### config.mk
export PLATFORM = sky130hd
export DESIGN_NAME = decimal_digit_entry_with_limit
export DESIGN_NICKNAME = d
export VERILOG_FILES = /design/src/hw/rtl/dde_pkg.sv /design/src/hw/rtl/dde_update.sv /design/src/hw/rtl/decimal_digit_entry_with_limit.sv
export SDC_FILE = /design/constraint.sdc
export NUM_CORES = 1
export LEC_CHECK = 0
export BUFFER_PORTS_ARGS = -buffer_cell sky130_fd_sc_hd__buf_2
export CAP_MARGIN = 40
export CORE_UTILIZATION = 30
export CTS_CLUSTER_DIAMETER = 80
export DETAILED_ROUTE_END_ITERATION = 6
export PLACE_DENSITY = 0.51
export SLEW_MARGIN = 0
export SYNTH_ARGS = -nofsm -noshare
export SYNTH_HDL_FRONTEND = slang
export SYNTH_HIERARCHICAL = 1
export SYNTH_SLANG_ARGS = --single-unit
### constraint.sdc
create_clock -name clk -period 13.15 [get_ports clk]
set_input_delay 1.315 -clock clk [delete_from_list [all_inputs] [get_ports clk]]
set_output_delay 1.315 -clock clk [all_outputs]
set_load 0.03 [all_outputs]
### src/hw/rtl/dde_pkg.sv
package dde_pkg;

	localparam int unsigned NumDigits = 5;
	localparam int unsigned DigitW    = 4;
	localparam int unsigned CursorW   = 3;
	localparam int unsigned ModeW     = 4;
	localparam int unsigned ButtonW   = 8;
	localparam int unsigned ValueW    = 17;

	// Bit positions within the button field.
	localparam int unsigned BtnUp    = 0;
	localparam int unsigned BtnDown  = 1;
	localparam int unsigned BtnLeft  = 2;
	localparam int unsigned BtnRight = 3;
	localparam int unsigned BtnSend  = 4;

	localparam logic OpButton   = 1'b0;
	localparam logic OpValidate = 1'b1;

	// Mode codes that change how the panel behaves.
	localparam logic [ModeW-1:0] ModeLim199  = 4'd0;
	localparam logic [ModeW-1:0] ModeOpen    = 4'd1;
	localparam logic [ModeW-1:0] ModeLim1999 = 4'd2;
	localparam logic [ModeW-1:0] ModeLim99   = 4'd3;
	localparam logic [ModeW-1:0] ModeBad7    = 4'd7;
	localparam logic [ModeW-1:0] ModeUnitsA  = 4'd8;
	localparam logic [ModeW-1:0] ModeUnitsB  = 4'd9;
	localparam logic [ModeW-1:0] ModeBad10   = 4'd10;
	localparam logic [ModeW-1:0] ModeBad11   = 4'd11;
	localparam logic [ModeW-1:0] ModeBad15   = 4'd15;

	localparam logic [CursorW-1:0] CursorLast = 3'd4;
	localparam logic [ModeW-1:0]   ModeReset  = ModeLim1999;

	typedef logic [DigitW-1:0] digit_t;
	// Element 0 is the ten-thousands digit, element 4 the units digit.
	typedef digit_t [NumDigits-1:0] digit_vec_t;

	typedef struct packed {
		digit_vec_t         digits;
		logic [CursorW-1:0] cursor;
		logic               sending;
	} panel_state_t;

	typedef struct packed {
		logic               op;
		logic [ButtonW-1:0] buttons;
		logic               write_check;
	} entry_item_t;

	// Limit digits are listed from units down to ten-thousands in the literals.
	localparam digit_vec_t Lim199Digits  = {4'd9, 4'd9, 4'd1, 4'd0, 4'd0};
	localparam digit_vec_t Lim1999Digits = {4'd9, 4'd9, 4'd9, 4'd1, 4'd0};
	localparam digit_vec_t Lim99Digits   = {4'd9, 4'd9, 4'd0, 4'd0, 4'd0};
	localparam digit_vec_t Lim1Digits    = {4'd1, 4'd0, 4'd0, 4'd0, 4'd0};
	localparam digit_vec_t Lim2047Digits = {4'd7, 4'd4, 4'd0, 4'd2, 4'd0};

	// Lowest digit index that the cursor may reach in a mode.
	function automatic logic [CursorW-1:0] span_low(input logic [ModeW-1:0] mode);
		logic [CursorW-1:0] low;
		unique case (mode) inside
			ModeLim199:             low = 3'd2;
			ModeOpen:               low = 3'd0;
			ModeLim99:              low = 3'd3;
			ModeUnitsA, ModeUnitsB: low = 3'd4;
			default:                low = 3'd1;
		endcase
		return low;
	endfunction

	function automatic logic mode_bad(input logic [ModeW-1:0] mode);
		logic bad;
		unique case (mode) inside
			ModeBad7, ModeBad10, ModeBad11, ModeBad15: bad = 1'b1;
			default:                                   bad = 1'b0;
		endcase
		return bad;
	endfunction

	function automatic logic [ValueW-1:0] limit_value(input logic [ModeW-1:0] mode);
		logic [ValueW-1:0] lim;
		unique case (mode) inside
			ModeLim199:             lim = 17'd199;
			ModeLim1999:            lim = 17'd1999;
			ModeLim99:              lim = 17'd99;
			ModeUnitsA, ModeUnitsB: lim = 17'd1;
			default:                lim = 17'd2047;
		endcase
		return lim;
	endfunction

	function automatic digit_vec_t limit_digits(input logic [ModeW-1:0] mode);
		digit_vec_t dv;
		unique case (mode) inside
			ModeLim199:             dv = Lim199Digits;
			ModeLim1999:            dv = Lim1999Digits;
			ModeLim99:              dv = Lim99Digits;
			ModeUnitsA, ModeUnitsB: dv = Lim1Digits;
			default:                dv = Lim2047Digits;
		endcase
		return dv;
	endfunction

endpackage

### src/hw/rtl/dde_update.sv
module dde_update (
	input  logic [dde_pkg::ModeW-1:0] mode,
	input  dde_pkg::entry_item_t      item,
	input  dde_pkg::panel_state_t     cur,
	output dde_pkg::panel_state_t     nxt,
	output logic                      mode_ok
);

	logic [dde_pkg::CursorW-1:0] csel;
	logic [dde_pkg::CursorW-1:0] low;
	dde_pkg::digit_t             sel;
	logic [dde_pkg::ValueW-1:0]  value;
	logic                        one_button;

	assign csel = (cur.cursor <= dde_pkg::CursorLast) ? cur.cursor : dde_pkg::CursorLast;
	assign low  = dde_pkg::span_low(mode);
	assign sel  = cur.digits[csel];

	assign one_button = (item.buttons != 8'd0) &&
		((item.buttons & (item.buttons - 8'd1)) == 8'd0);

	assign value = 17'(cur.digits[0]) * 17'd10000 + 17'(cur.digits[1]) * 17'd1000 +
		17'(cur.digits[2]) * 17'd100 + 17'(cur.digits[3]) * 17'd10 +
		17'(cur.digits[4]);

	always_comb begin
		nxt     = cur;
		mode_ok = 1'b1;
		if (item.op == dde_pkg::OpButton) begin
			if (one_button) begin
				if (item.buttons[dde_pkg::BtnUp]) begin
					nxt.digits[csel] = (sel >= 4'd9) ? 4'd0 : sel + 4'd1;
				end else if (item.buttons[dde_pkg::BtnDown]) begin
					nxt.digits[csel] = (sel == 4'd0) ? 4'd9 : sel - 4'd1;
				end else if (item.buttons[dde_pkg::BtnLeft]) begin
					nxt.cursor = (csel <= low) ? dde_pkg::CursorLast : csel - 3'd1;
				end else if (item.buttons[dde_pkg::BtnRight]) begin
					nxt.cursor = (csel == dde_pkg::CursorLast) ? low : csel + 3'd1;
				end else if (item.buttons[dde_pkg::BtnSend]) begin
					nxt.sending = ~cur.sending;
				end
			end
		end else begin
			if (dde_pkg::mode_bad(mode)) begin
				mode_ok = 1'b0;
			end else if (item.write_check && (mode != dde_pkg::ModeOpen) &&
					(value > dde_pkg::limit_value(mode))) begin
				nxt.digits = dde_pkg::limit_digits(mode);
			end
		end
	end

endmodule

### src/hw/rtl/decimal_digit_entry_with_limit.sv
// A result passes through stage 1 and then the result register before it is valid.
// Throughput: one transaction per cycle unless out_stall holds a result; the update is combinational.
// The rate is set by the loop from the panel state register through the update logic.
// Reset (arst_n low, asynchronous): mode 2, all digits 0, cursor at digit 4,
// sending cleared, both pipeline slots empty.
module decimal_digit_entry_with_limit (
	input  logic                          clk,
	input  logic                          arst_n,
	// Configuration write channel.
	input  logic                          cfg_valid,
	output logic                          cfg_ready,
	input  logic [dde_pkg::ModeW-1:0]     digit_mode,
	// Input channel.
	input  logic                          in_valid,
	output logic                          in_stall,
	input  logic                          op,
	input  logic [dde_pkg::ButtonW-1:0]   buttons,
	input  logic                          write_check,
	// Result channel.
	output logic                          out_valid,
	input  logic                          out_stall,
	output logic [dde_pkg::DigitW-1:0]    digit_ten_thousands,
	output logic [dde_pkg::DigitW-1:0]    digit_thousands,
	output logic [dde_pkg::DigitW-1:0]    digit_hundreds,
	output logic [dde_pkg::DigitW-1:0]    digit_tens,
	output logic [dde_pkg::DigitW-1:0]    digit_units,
	output logic [dde_pkg::CursorW-1:0]   cursor_pos,
	output logic                          sending,
	output logic                          mode_ok
);

	// Stage 1 holds the accepted input transaction.
	logic                  valid_s1;
	dde_pkg::entry_item_t  item_s1;
	// Stage 2 is the result register that drives the output channel.
	logic                  valid_s2;
	dde_pkg::panel_state_t res_s2;
	logic                  ok_s2;

	// Architectural state of the panel.
	logic [dde_pkg::ModeW-1:0] mode_q;
	dde_pkg::panel_state_t     state_q;

	dde_pkg::panel_state_t state_nxt;
	logic                  ok_nxt;
	logic                  adv;
	logic                  in_take;
	logic                  cfg_take;

	// Always writable; writes must come only while the panel is idle, which the block does not check.
	assign cfg_ready = 1'b1;
	assign cfg_take  = cfg_valid && cfg_ready;

	// Stage 1 moves into the result register whenever that register is empty
	// or its transaction is taken in this same cycle.
	assign adv      = valid_s1 && (!valid_s2 || !out_stall);
	assign in_stall = valid_s1 && !adv;
	assign in_take  = in_valid && !in_stall;

	dde_update u_update (
		.mode    (mode_q),
		.item    (item_s1),
		.cur     (state_q),
		.nxt     (state_nxt),
		.mode_ok (ok_nxt)
	);

	always_ff @(posedge clk or negedge arst_n) begin
		if (!arst_n) begin
			valid_s1 <= 1'b0;
		end else if (in_take) begin
			valid_s1 <= 1'b1;
		end else if (adv) begin
			valid_s1 <= 1'b0;
		end
	end

	always_ff @(posedge clk) begin
		if (in_take) begin
			item_s1.op          <= op;
			item_s1.buttons     <= buttons;
			item_s1.write_check <= write_check;
		end
	end

	always_ff @(posedge clk or negedge arst_n) begin
		if (!arst_n) begin
			valid_s2 <= 1'b0;
		end else if (adv) begin
			valid_s2 <= 1'b1;
		end else if (!out_stall) begin
			valid_s2 <= 1'b0;
		end
	end

	always_ff @(posedge clk) begin
		if (adv) begin
			res_s2 <= state_nxt;
			ok_s2  <= ok_nxt;
		end
	end

	// The panel state advances with each transaction that leaves stage 1, so the
	// next transaction in stage 1 already sees the updated digits and cursor.
	always_ff @(posedge clk or negedge arst_n) begin
		if (!arst_n) begin
			state_q.digits  <= '0;
			state_q.cursor  <= dde_pkg::CursorLast;
			state_q.sending <= 1'b0;
		end else begin
			if (adv) begin
				state_q.digits  <= state_nxt.digits;
				state_q.sending <= state_nxt.sending;
			end
			// A mode write homes the cursor on the units digit.
			if (cfg_take) begin
				state_q.cursor <= dde_pkg::CursorLast;
			end else if (adv) begin
				state_q.cursor <= state_nxt.cursor;
			end
		end
	end

	always_ff @(posedge clk or negedge arst_n) begin
		if (!arst_n) begin
			mode_q <= dde_pkg::ModeReset;
		end else if (cfg_take) begin
			mode_q <= digit_mode;
		end
	end

	assign out_valid           = valid_s2;
	assign digit_ten_thousands = res_s2.digits[0];
	assign digit_thousands     = res_s2.digits[1];
	assign digit_hundreds      = res_s2.digits[2];
	assign digit_tens          = res_s2.digits[3];
	assign digit_units         = res_s2.digits[4];
	assign cursor_pos          = res_s2.cursor;
	assign sending             = res_s2.sending;
	assign mode_ok             = ok_s2;

	// The cursor never leaves the five digit positions.
	a_cursor_range: assert property (@(posedge clk) disable iff (!arst_n)
		state_q.cursor <= dde_pkg::CursorLast)
		else $error("cursor outside digit range");

	// Every stored digit stays decimal.
	a_digits_decimal: assert property (@(posedge clk) disable iff (!arst_n)
		!(state_q.digits[0] > 4'd9 || state_q.digits[1] > 4'd9 ||
		  state_q.digits[2] > 4'd9 || state_q.digits[3] > 4'd9 ||
		  state_q.digits[4] > 4'd9))
		else $error("digit store holds a non-decimal value");

	// Input backpressure only comes from a held result.
	a_stall_cause: assert property (@(posedge clk) disable iff (!arst_n)
		in_stall |-> (valid_s2 && out_stall && valid_s1))
		else $error("input stalled without a held result");

	// A transaction leaving stage 1 always shows up as a result next cycle.
	a_adv_result: assert property (@(posedge clk) disable iff (!arst_n)
		adv |=> valid_s2)
		else $error("advanced transaction lost");

	// A failed check is reported only for an invalid mode.
	a_mode_ok: assert property (@(posedge clk) disable iff (!arst_n)
		(valid_s2 && !ok_s2) |-> dde_pkg::mode_bad(mode_q))
		else $error("mode rejected while valid");

endmodule

==> metrics.txt, run 1 <==
CTS tree=done; Net count, final=roughly 850; combinational power share=0.694; post-route cell area=approximately 0.0076 mm2; layout cell share with drive strength beyond 1=0.169; Antenna Nets Post-Route=0; Final min period=between 7 and 8 ns; P_sw=between 0.9 and 1 mW; failing checks=design-rule violations; Die X=around 150 um; Rows=between 50 and 60; synth unique cells=a little under 90; number of buffers added on ports=45; clk sinks=65; clk slew on worst S/H paths=0.06 ns; Post-DP Area=0.00729 mm2; Hold Crit Class=reg2reg; cells after synthesis=approximately 700; crit path from=state_q[10]$_DFFE_PN0P_; post-synthesis mux area share=0.0855; R2R Path End=state_q[18]$_DFFE_PN0P_; YS warnings=6; area of the multi-input gates=~0.0046 mm2; # resized after CTS=0; die footprint=~0.023 mm2; most frequent cells in the layout=ha_1, inv_1, nand2_1, buf_2, nor2_1; crit path to=state_q[18]$_DFFE_PN0P_; Register-to-Register Path Depth=23; Worst-Skew Late Latency=0.33 ns; CTS Buf Count=9; Slew Viols, Final=0; unrepaired setup endpoints after global routing=false; GRT Util Overall=0.161; DRC violation total after the first TritonRoute iteration=between 300 and 400; global-route wire length before repair=just under 30 mm; H-Tree Depth=3; critical-path maximum fanout=11; core area=between 0.02 and 0.025 mm2; total congestion overflow=0; Post-CTS Setup Bufs=0; Net Count, Synth=~800; Required @ worst endpoint=roughly 13 ns; period utilization=0.537; part of the power in registers=0.176; FF/Latch Area=~0.0018 mm2; sequential share of the synthesized area=0.265; Setup Skew=slightly above 0.006 ns; Post-Synth XOR/XNOR Area=0.0358; r2r startpoint=state_q[10]$_DFFE_PN0P_; Worst EP arrival=between 7 and 8 ns; Vias per Instance=about 5.4; largest family of logic cells by synthesized area=adder cells; cell depth of the worst hold path=1; internal power=about 1 mW; clock buffer depth=2; drt wl/cell=between 15 and 20 um; adder and majority gate portion of the synthesized area=0.239; io pins=between 40 and 50; switching fraction of total power=0.496; Layout Area Growth over Synthesis=11.6%; outcome=complete, but fails checks; Synth Area in Simple Gates=0.125; DP Wirelength=14.1 mm; CP Class=reg2reg; # diodes=0; fill count=about 2300; Post-synth top flop=edfxtp_1; area leader, netlist=ha_1; hold buffers post-CTS=0; setup total negative slack=0 ns; Worst Tran Pin Value=0.916 ns; Startpoint Class=register; DRC viols=1; clock network fraction of design power=0.130; P_leak=between 3 and 4 nW; most common cell after layout, fill and taps aside=ha_1; die height=about 150 um; DRT Pass-1 Iters=7; Async SR Flop Fraction=0.462; synthesized area=~0.0068 mm2; Post-synth EDFFs=35; FF+latch count, synth=65; crit path capture type=register; GP Congestion=0.830; Synth Area in Compound Gates=0.195; top-area cell type share of the netlist area=0.158; Max-Cap Viols=0; hold violation count in the final report=0; total power density per cell area=~260 mW/mm2; flop2flop setup slack=roughly 6.1 ns; top cells by area, synth=ha_1, edfxtp_1, dfrtp_1, fa_1, mux2_4; Rel. slew slack=0.384; Max VDD drop=0.0966 mV; Synth Area per Inst=slightly below 10 um2; Max Freq=between 0.1 and 0.15 GHz; largest net degree at the start of global routing=50; total number of vias=roughly 5400; Finish-stage setup viols=0; Root Driver=clkbuf_16; number of global-route vias before repair=about 5300; WL final=~18 mm; starting density of the core=0.310; initial antenna violation count=0
## synth_stat cells, types with 3 or more instances
master,instances
a21oi_1,34
nand2b_1,17
nor3_2,4
edfxtp_1,35
o211ai_1,5
mux2_2,13
ha_1,86
o22ai_1,13
inv_1,58
xnor2_1,19
o32ai_1,5
a21o_1,17
a211oi_1,8
nor2_1,38
mux2i_1,10
dfrtp_1,28
and3_1,6
mux2_4,17
buf_2,5
fa_1,27
nor3_1,10
o21ai_0,19
nor2b_1,9
nand3_1,17
nand2_1,49
a31oi_1,15
clkbuf_1,16
o21a_1,6
xor2_1,7
a311oi_1,6
nor4_1,3
nand4_1,3
a221o_1,7
o21ai_1,4
## routing by layer
layer	wire, um	part of all wire	track usage	vias up
met5	0	0	0	-
met4	290	0.016	0.0414	0
met3	1250	0.068	0.0378	21
met2	8070	0.44	0.249	185
met1	8640	0.47	0.225	2583
li1	-	-	-	2613
## registers in the layout, indices dropped and copies added, names as in the netlist, 3 cells and up
register             flops
cursor_pos               3
digit_tens               4
digit_hundreds           4
digit_ten_thousands      4
item_s1                 10
state_q                 24
mode_q                   4
digit_thousands          4
digit_units              4
## power by group through the flow
stage	clock, mW	combinational (mW)	sequential, mW
finish	0.259	1.38	0.348
CTS	0.264	1.38	0.348
global placement	0	1.37	0.353
detailed placement	0	1.37	0.352
floorplan	0	1.02	0.358
global route	0.273	1.56	0.355
## worst min path at each step
stage	from	to	slack, ns
2_1_floorplan	valid_s1$_DFFE_PN0P_	out_valid$_DFFE_PN0P_	0.46
5_1_grt	valid_s1$_DFFE_PN0P_	out_valid$_DFFE_PN0P_	0.53
3_5_place_dp	valid_s1$_DFFE_PN0P_	out_valid$_DFFE_PN0P_	0.48
3_3_place_gp	valid_s1$_DFFE_PN0P_	out_valid$_DFFE_PN0P_	0.47
4_1_cts	valid_s1$_DFFE_PN0P_	out_valid$_DFFE_PN0P_	0.49
6_report	valid_s1$_DFFE_PN0P_	out_valid$_DFFE_PN0P_	0.49
## cell type report
cell class	count	area share
clock buffers	10	0.0301
clock inverters	6	0.0122
inverters	61	0.0301
multi-input cells	535	0.610
flip-flops and latches	65	0.237
well taps	280	0.0460
repair buffers	50	0.0345
## critical path, cell delays in order (launching register included)
cell     delay (ns)
dfrtp_1        0.58
ha_1           0.33
fa_1           0.55
inv_1          0.07
fa_1           0.57
fa_1           0.46
fa_1           0.55
inv_1          0.04
ha_1           0.34
a21o_1         0.22
a31oi_1        0.23
nand2_1        0.13
a21o_1         0.19
a21oi_1        0.16
xnor2_1        0.09
ha_1           0.32
nand4_1        0.12
or3_1          0.38
o21a_1         0.11
o41ai_1        0.08
nand4_1        0.35
o41ai_4        0.69
a221o_1        0.29
mux2_4         0.15
## kinds of logic (layout without fill, tap and decap cells)
| family | after synthesis | in the layout |
|---|---|---|
| mux | 44 | 44 |
| xor+xnor | 27 | 27 |
| buf+inv | 86 | 127 |
| flops | 65 | 65 |
| fa+ha+maj | 114 | 114 |
| other cells | 1 | 1 |
| compound gates | 179 | 179 |
| simple gates | 170 | 170 |
## stage by stage
stage                     cells   util  hold WS [ns]  setup slack [ns]  power [mW]
after CTS                  1007  0.345         0.494              6.05        2.00
after global routing       1007  0.345         0.530              5.61        2.19
after detailed placement    991  0.331         0.479              6.09        1.72
final                      1007  0.345         0.492              6.09        1.98
after floorplan             686      -         0.456              6.74        1.38
after global placement      991  0.331         0.469              6.16        1.73
Note: power is estimated with default switching activity, not from simulation.
==> run 2, diff against run 1 <==
==> constraint.sdc (replaced) <==
create_clock -name clk -period 6.59 [get_ports clk]
set_input_delay 0.659 -clock clk [delete_from_list [all_inputs] [get_ports clk]]
set_output_delay 0.659 -clock clk [all_outputs]
set_load 0.03 [all_outputs]
==> metrics.txt, run 2 (synthesized netlist as in run 1, its figures left out) <==
outcome=complete, but fails checks; failing checks=design-rule violations; clock network fraction of design power=0.105 (-0.025); biggest registers after layout=state_q: 24 flops, item_s1: 10 flops; Die X=153 um (unchanged); switching fraction of total power=0.489 (-0.00654); slowest cell delay on critical path=0.60 ns (-0.09 ns); Post-DP Area=0.00744 mm2 (+2.1%); Register-to-Register Path Depth=23 (unchanged); DRT Pass-1 Iters=7 (unchanged); Worst Tran Pin Value=0.799 ns (-0.117 ns); setup total negative slack=0 ns (unchanged); Setup Skew=0.00679 ns (+0.000699 ns); io pins=47 (unchanged); Rel. slew slack=0.463 (+0.0788); Hold Crit Class=in2async; Slew Viols, Final=0 (unchanged); most common cell after layout, fill and taps aside=ha_1; # diodes=0 (unchanged); Net count, final=880 (+3.0%); Max Freq=0.159 GHz (+12%); CTS Buf Count=9 (unchanged); global-route wire length before repair=30.0 mm (+1.6%); Required @ worst endpoint=6.86 ns (-6.56 ns); Hold Slack=0.415 ns (-0.0768 ns); critical-path maximum fanout=5 (-6); DRC viols=1 (unchanged); crit path capture type=register; Startpoint Class=register; R2R Path End=state_q[15]$_DFFE_PN0P_; clk sinks=65 (unchanged); max reg flops=24 (unchanged); period utilization=0.956 (+0.418); internal power=2.21 mW (+120%); r2r startpoint=state_q[9]$_DFFE_PN0P_; H-Tree Depth=3 (unchanged); core area=0.0220 mm2 (unchanged); initial antenna violation count=0 (unchanged); Worst EP arrival=6.57 ns (-0.77 ns); cells along the critical path=buf_4, fa_2, inv_1, fa_1, inv_1, ha_4, xor2_1, fa_1, inv_1, ha_1, ha_1, and3_1, a221oi_4, xnor2_1, ha_1, nand4_1, or3_1, o21a_1, o41ai_1, and4_2, a31oi_1, a2111oi_2, mux2_2; Layout Area Growth over Synthesis=15.7%; clock buffer depth=2 (unchanged); largest net degree at the start of global routing=50 (unchanged); Final min period=6.30 ns (-0.766 ns); most frequent cells in the layout=ha_1, inv_1, nand2_1, buf_2, nor2_1; Root Driver=clkbuf_16; Max-Cap Viols=0 (unchanged); number of global-route vias before repair=5338 (+0.60%); DRC violation total after the first TritonRoute iteration=413 (+7.6%); WL final=18.7 mm (+2.4%); Antenna Nets Post-Route=0 (unchanged); combinational power share=0.742 (+0.048); Rows=54 (unchanged); Max VDD drop=0.303 mV (+210%); flop2flop setup slack=0.29 ns (-5.79 ns); hold violation count in the final report=0 (unchanged); CTS tree=done; die footprint=0.0233 mm2 (unchanged); layout cell share with drive strength beyond 1=0.220 (+0.0513); CP max stage cell=fa_2; total power density per cell area=549 mW/mm2 (+110%); Finish-stage setup viols=0 (unchanged); CP Class=reg2reg; DP Wirelength=14.2 mm (+0.74%); Worst-Skew Late Latency=0.34 ns (about the same); clk slew on worst S/H paths=0.06 ns (about the same); P_sw=2.12 mW (+120%); P_leak=3.57 nW (+3.6%); part of the power in registers=0.153 (-0.023); total congestion overflow=0 (unchanged); starting density of the core=0.310 (unchanged); drt wl/cell=18.1 um (-0.18%); number of buffers added on ports=45 (unchanged); Largest Register=state_q; GRT Util Overall=0.163 (+0.00212); Vias per Instance=5.33 (-0.71%); post-route cell area=0.00789 mm2 (+3.7%); GP Congestion=0.821 (-1.0%); die height=153 um (unchanged); total number of vias=5502 (+1.9%)
## run 2: what timing repair did
action	4_1_cts	5_1_grt
pin swaps	0	13
buffers inserted	0	6
endpoints found under the setup margin	3	40
hold buffers	0	0
resized for setup	1	21
## run 2: layer usage
| layer | track usage | routed length [um] |
|---|---|---|
| met5 | 0 | 0 |
| met4 | 0.0337 | 165 |
| met3 | 0.0253 | 799 |
| met2 | 0.256 | 8500 |
| met1 | 0.236 | 9210 |
## run 2: worst max path at each step
stage / from / to / slack, ns / cells after the start
floorplan: state_q[9]$_DFFE_PN0P_ / state_q[21]$_DFFE_PN0P_ / 0.18 / 23
global placement: state_q[9]$_DFFE_PN0P_ / state_q[23]$_DFFE_PN0P_ / 0.09 / 23
detailed placement: state_q[9]$_DFFE_PN0P_ / state_q[16]$_DFFE_PN0P_ / 0.04 / 23
CTS: state_q[9]$_DFFE_PN0P_ / state_q[23]$_DFFE_PN0P_ / 0.007 / 23
global route: state_q[9]$_DFFE_PN0P_ / state_q[9]$_DFFE_PN0P_ / -0.004 / 24
finish: state_q[9]$_DFFE_PN0P_ / state_q[15]$_DFFE_PN0P_ / 0.29 / 23
## run 2: final cells by class
type | count | area (um2)
fill | 2253 | 14100
multi-input combinational | 535 | 4760
sequential | 65 | 1810
timing repair buffer | 76 | 469
tap | 280 | 350
inverter | 61 | 229
clock buffer | 9 | 225
clock inverter | 7 | 53.8
## run 2: worst max-delay path: cells and delay by family, from the launching register on
| family | cells | cell delay [ns] |
|---|---|---|
| adder cells (fa/ha/maj) | 7 | 2.75 |
| AND/OR/NAND/NOR | 4 | 1.04 |
| XOR/XNOR | 2 | 0.29 |
| flip-flops | 1 | 0.44 |
| AO/OA/AOI/OAI | 5 | 1.12 |
| multiplexers | 1 | 0.22 |
| buffers and inverters | 4 | 0.35 |
## run 2: power groups by stage
stage	Clock (mW)	Combinational (mW)	Sequential (mW)
detailed placement	0	2.98	0.671
CTS	0.463	3.02	0.664
global route	0.484	3.58	0.678
finish	0.454	3.21	0.664
global placement	0	2.99	0.673
floorplan	0	2.04	0.715
## run 2: per-stage QoR
stage | std cells | util | power (mW) | worst slack, ns
after floorplan | 686 | - | 2.76 | 0.182
after CTS | 1027 | 0.350 | 4.15 | 0.00727
after detailed placement | 1011 | 0.338 | 3.65 | 0.0380
after global routing | 1033 | 0.358 | 4.75 | -0.00422
final | 1033 | 0.358 | 4.33 | 0.292
after global placement | 1010 | 0.337 | 3.66 | 0.0910
==> run 3, diff against run 2 <==
--- a/config.mk
+++ b/config.mk
@@ -8,6 +8,7 @@
 export BUFFER_PORTS_ARGS = -buffer_cell sky130_fd_sc_hd__buf_2
 export CAP_MARGIN = 40
 export CORE_UTILIZATION = 30
+export CTS_BUF_LIST = sky130_fd_sc_hd__clkbuf_8
 export CTS_CLUSTER_DIAMETER = 80
 export DETAILED_ROUTE_END_ITERATION = 6
 export PLACE_DENSITY = 0.51
==> metrics.txt, run 3 (synthesized netlist as in run 1, its figures left out) <==
r2r startpoint=state_q[11]$_DFFE_PN0P_; WL final=18.6 mm (-0.33%); most frequent cells in the layout=ha_1, inv_1, nand2_1, buf_2, nor2_1; number of global-route vias before repair=5298 (-0.75%); Worst-Skew Late Latency=0.35 ns (about the same); Max VDD drop=0.307 mV (+1.4%); Final min period=6.33 ns (+0.0292 ns); DRC viols=1 (unchanged); Slew Viols, Final=0 (unchanged); CTS tree=done; Layout Area Growth over Synthesis=14.2%; Worst EP arrival=6.62 ns (+0.05 ns); total number of vias=5504 (+0.036%); Hold Slack=0.393 ns (-0.0218 ns); DRT Pass-1 Iters=7 (unchanged); failing checks=design-rule violations; hold violation count in the final report=0 (unchanged); H-Tree Depth=3 (unchanged); fill count=2263 (+0.44%); CP Class=reg2reg; Max Freq=0.158 GHz (-0.46%); starting density of the core=0.310 (unchanged); Setup Skew=0.00726 ns (+0.000470 ns); Global Route met2 Usage=0.255 (-0.00131); biggest registers after layout=state_q: 24 flops, item_s1: 10 flops; routing usage on met1=0.235 (-0.000928); die height=153 um (unchanged); core area=0.0220 mm2 (unchanged); outcome=complete, but fails checks; period utilization=0.960 (+0.00443); CTS Buf Count=9 (unchanged); die footprint=0.0233 mm2 (unchanged); Finish-stage setup viols=0 (unchanged); Net count, final=880 (unchanged); clk sinks=65 (unchanged); GRT Util Overall=0.163 (-0.000685); total power density per cell area=539 mW/mm2 (-1.8%); number of buffers added on ports=45 (unchanged); hold buffers post-CTS=0 (unchanged); post-route cell area=0.00778 mm2 (-1.3%); Most Used Layer, Global Route=met2; total congestion overflow=0 (unchanged); drt wl/cell=18.0 um (-0.33%); Post-DP Area=0.00744 mm2 (unchanged); Vias per Instance=5.33 (about the same); Max-Cap Viols=0 (unchanged); slowest cell delay on critical path=0.57 ns (-0.03 ns); largest net degree at the start of global routing=50 (unchanged); cells along the critical path=buf_4, fa_2, inv_1, fa_1, inv_1, ha_4, xor2_1, fa_1, inv_1, ha_1, ha_1, and3_1, a221oi_4, xnor2_1, ha_1, nand4_1, or3_1, o21a_1, o41ai_1, and4_2, a31oi_1, a2111oi_2, mux2_2; most common cell after layout, fill and taps aside=ha_1; global-route wire length before repair=29.9 mm (-0.25%); P_leak=3.53 nW (-1.3%); Rel. slew slack=0.457 (-0.00592); crit path to=state_q[15]$_DFFE_PN0P_; Antenna Nets Post-Route=0 (unchanged); DRC violation total after the first TritonRoute iteration=468 (+13%); met3 usage in global routing=0.0267 (+0.00142); clk slew on worst S/H paths=0.08 ns (+0.02 ns); CP max stage cell=fa_2; io pins=47 (unchanged); Required @ worst endpoint=6.88 ns (+0.02 ns); Rows=54 (unchanged); layout cell share with drive strength beyond 1=0.220 (unchanged); R2R Path End=state_q[15]$_DFFE_PN0P_; Startpoint Class=register; Worst Tran Pin Value=0.808 ns (+0.00881 ns); flop2flop setup slack=0.26 ns (-0.03 ns); Hold Crit Class=in2async; crit path from=state_q[11]$_DFFE_PN0P_; Root Driver=clkbuf_8; Largest Register=state_q; # diodes=0 (unchanged); max reg flops=24 (unchanged); initial antenna violation count=0 (unchanged); crit path capture type=register; Register-to-Register Path Depth=23 (unchanged); critical-path maximum fanout=9 (+4); DP Wirelength=14.2 mm (unchanged); clock buffer depth=2 (unchanged); Die X=153 um (unchanged); GP Congestion=0.821 (unchanged)
-- run 3: repair_timing --
| item | in CTS | in global routing |
|---|---|---|
| pin swaps | 0 | 13 |
| endpoints found under the setup margin | 3 | 40 |
| buffers inserted | 0 | 6 |
| resized for setup | 1 | 20 |
-- run 3: final cells by class --
| class | instances | area, um2 | area share |
|---|---|---|---|
| Multi-Input combinational cell | 535 | 4760 | 0.611 |
| Sequential cell | 65 | 1810 | 0.232 |
| Timing Repair Buffer | 76 | 465 | 0.0598 |
| Tap cell | 280 | 350 | 0.0450 |
| Inverter | 61 | 229 | 0.0294 |
| Clock buffer | 9 | 124 | 0.0159 |
| Clock inverter | 7 | 53.8 | 0.00691 |
-- run 3: metal layers --
layer / vias to the layer above / wire (um)
met5: - / 0
met4: 0 / 159
met3: 13 / 929
met2: 174 / 8440
met1: 2660 / 9090
li1: 2657 / -
-- run 3: through the flow --
stage / util / setup TNS [ns] / total power [mW] / setup slack [ns] / instances
floorplan: - / 0 / 2.76 / 0.182 / 686
global placement: 0.337 / 0 / 3.66 / 0.0910 / 1010
detailed placement: 0.338 / 0 / 3.65 / 0.0380 / 1011
CTS: 0.346 / 0 / 4.01 / 0.000934 / 1027
global route: 0.353 / -0.0110 / 4.61 / -0.0110 / 1033
finish: 0.353 / 0 / 4.20 / 0.263 / 1033
-- run 3: worst min-delay path by stage --
| stage | endpoint | cells past startpoint | start |
|---|---|---|---|
| finish | state_q[18]$_DFFE_PN0P_ | 1 | arst_n |
| CTS | state_q[0]$_DFFE_PN0P_ | 1 | arst_n |
| global placement | out_valid$_DFFE_PN0P_ | 1 | valid_s1$_DFFE_PN0P_ |
| global route | state_q[6]$_DFFE_PN0P_ | 1 | arst_n |
| floorplan | mode_q[0]$_DFFE_PN0P_ | 0 | arst_n |
| detailed placement | out_valid$_DFFE_PN0P_ | 1 | valid_s1$_DFFE_PN0P_ |
-- run 3: where the power goes --
group          switching [mW]  internal [mW]  total, mW  leakage (nW)
sequential              0.121          0.542      0.663         0.717
combinational            1.81           1.41       3.22          2.73
clock                   0.179          0.140      0.318        0.0827
-- run 3: worst max-delay path, delay by kind of cell (launching register included) --
family | cells | cell delay [ns]
fa+ha+maj | 7 | 2.72
compound gates | 5 | 1.13
simple gates | 4 | 1.05
flops | 1 | 0.43
buf+inv | 4 | 0.41
xor+xnor | 2 | 0.29
mux | 1 | 0.22
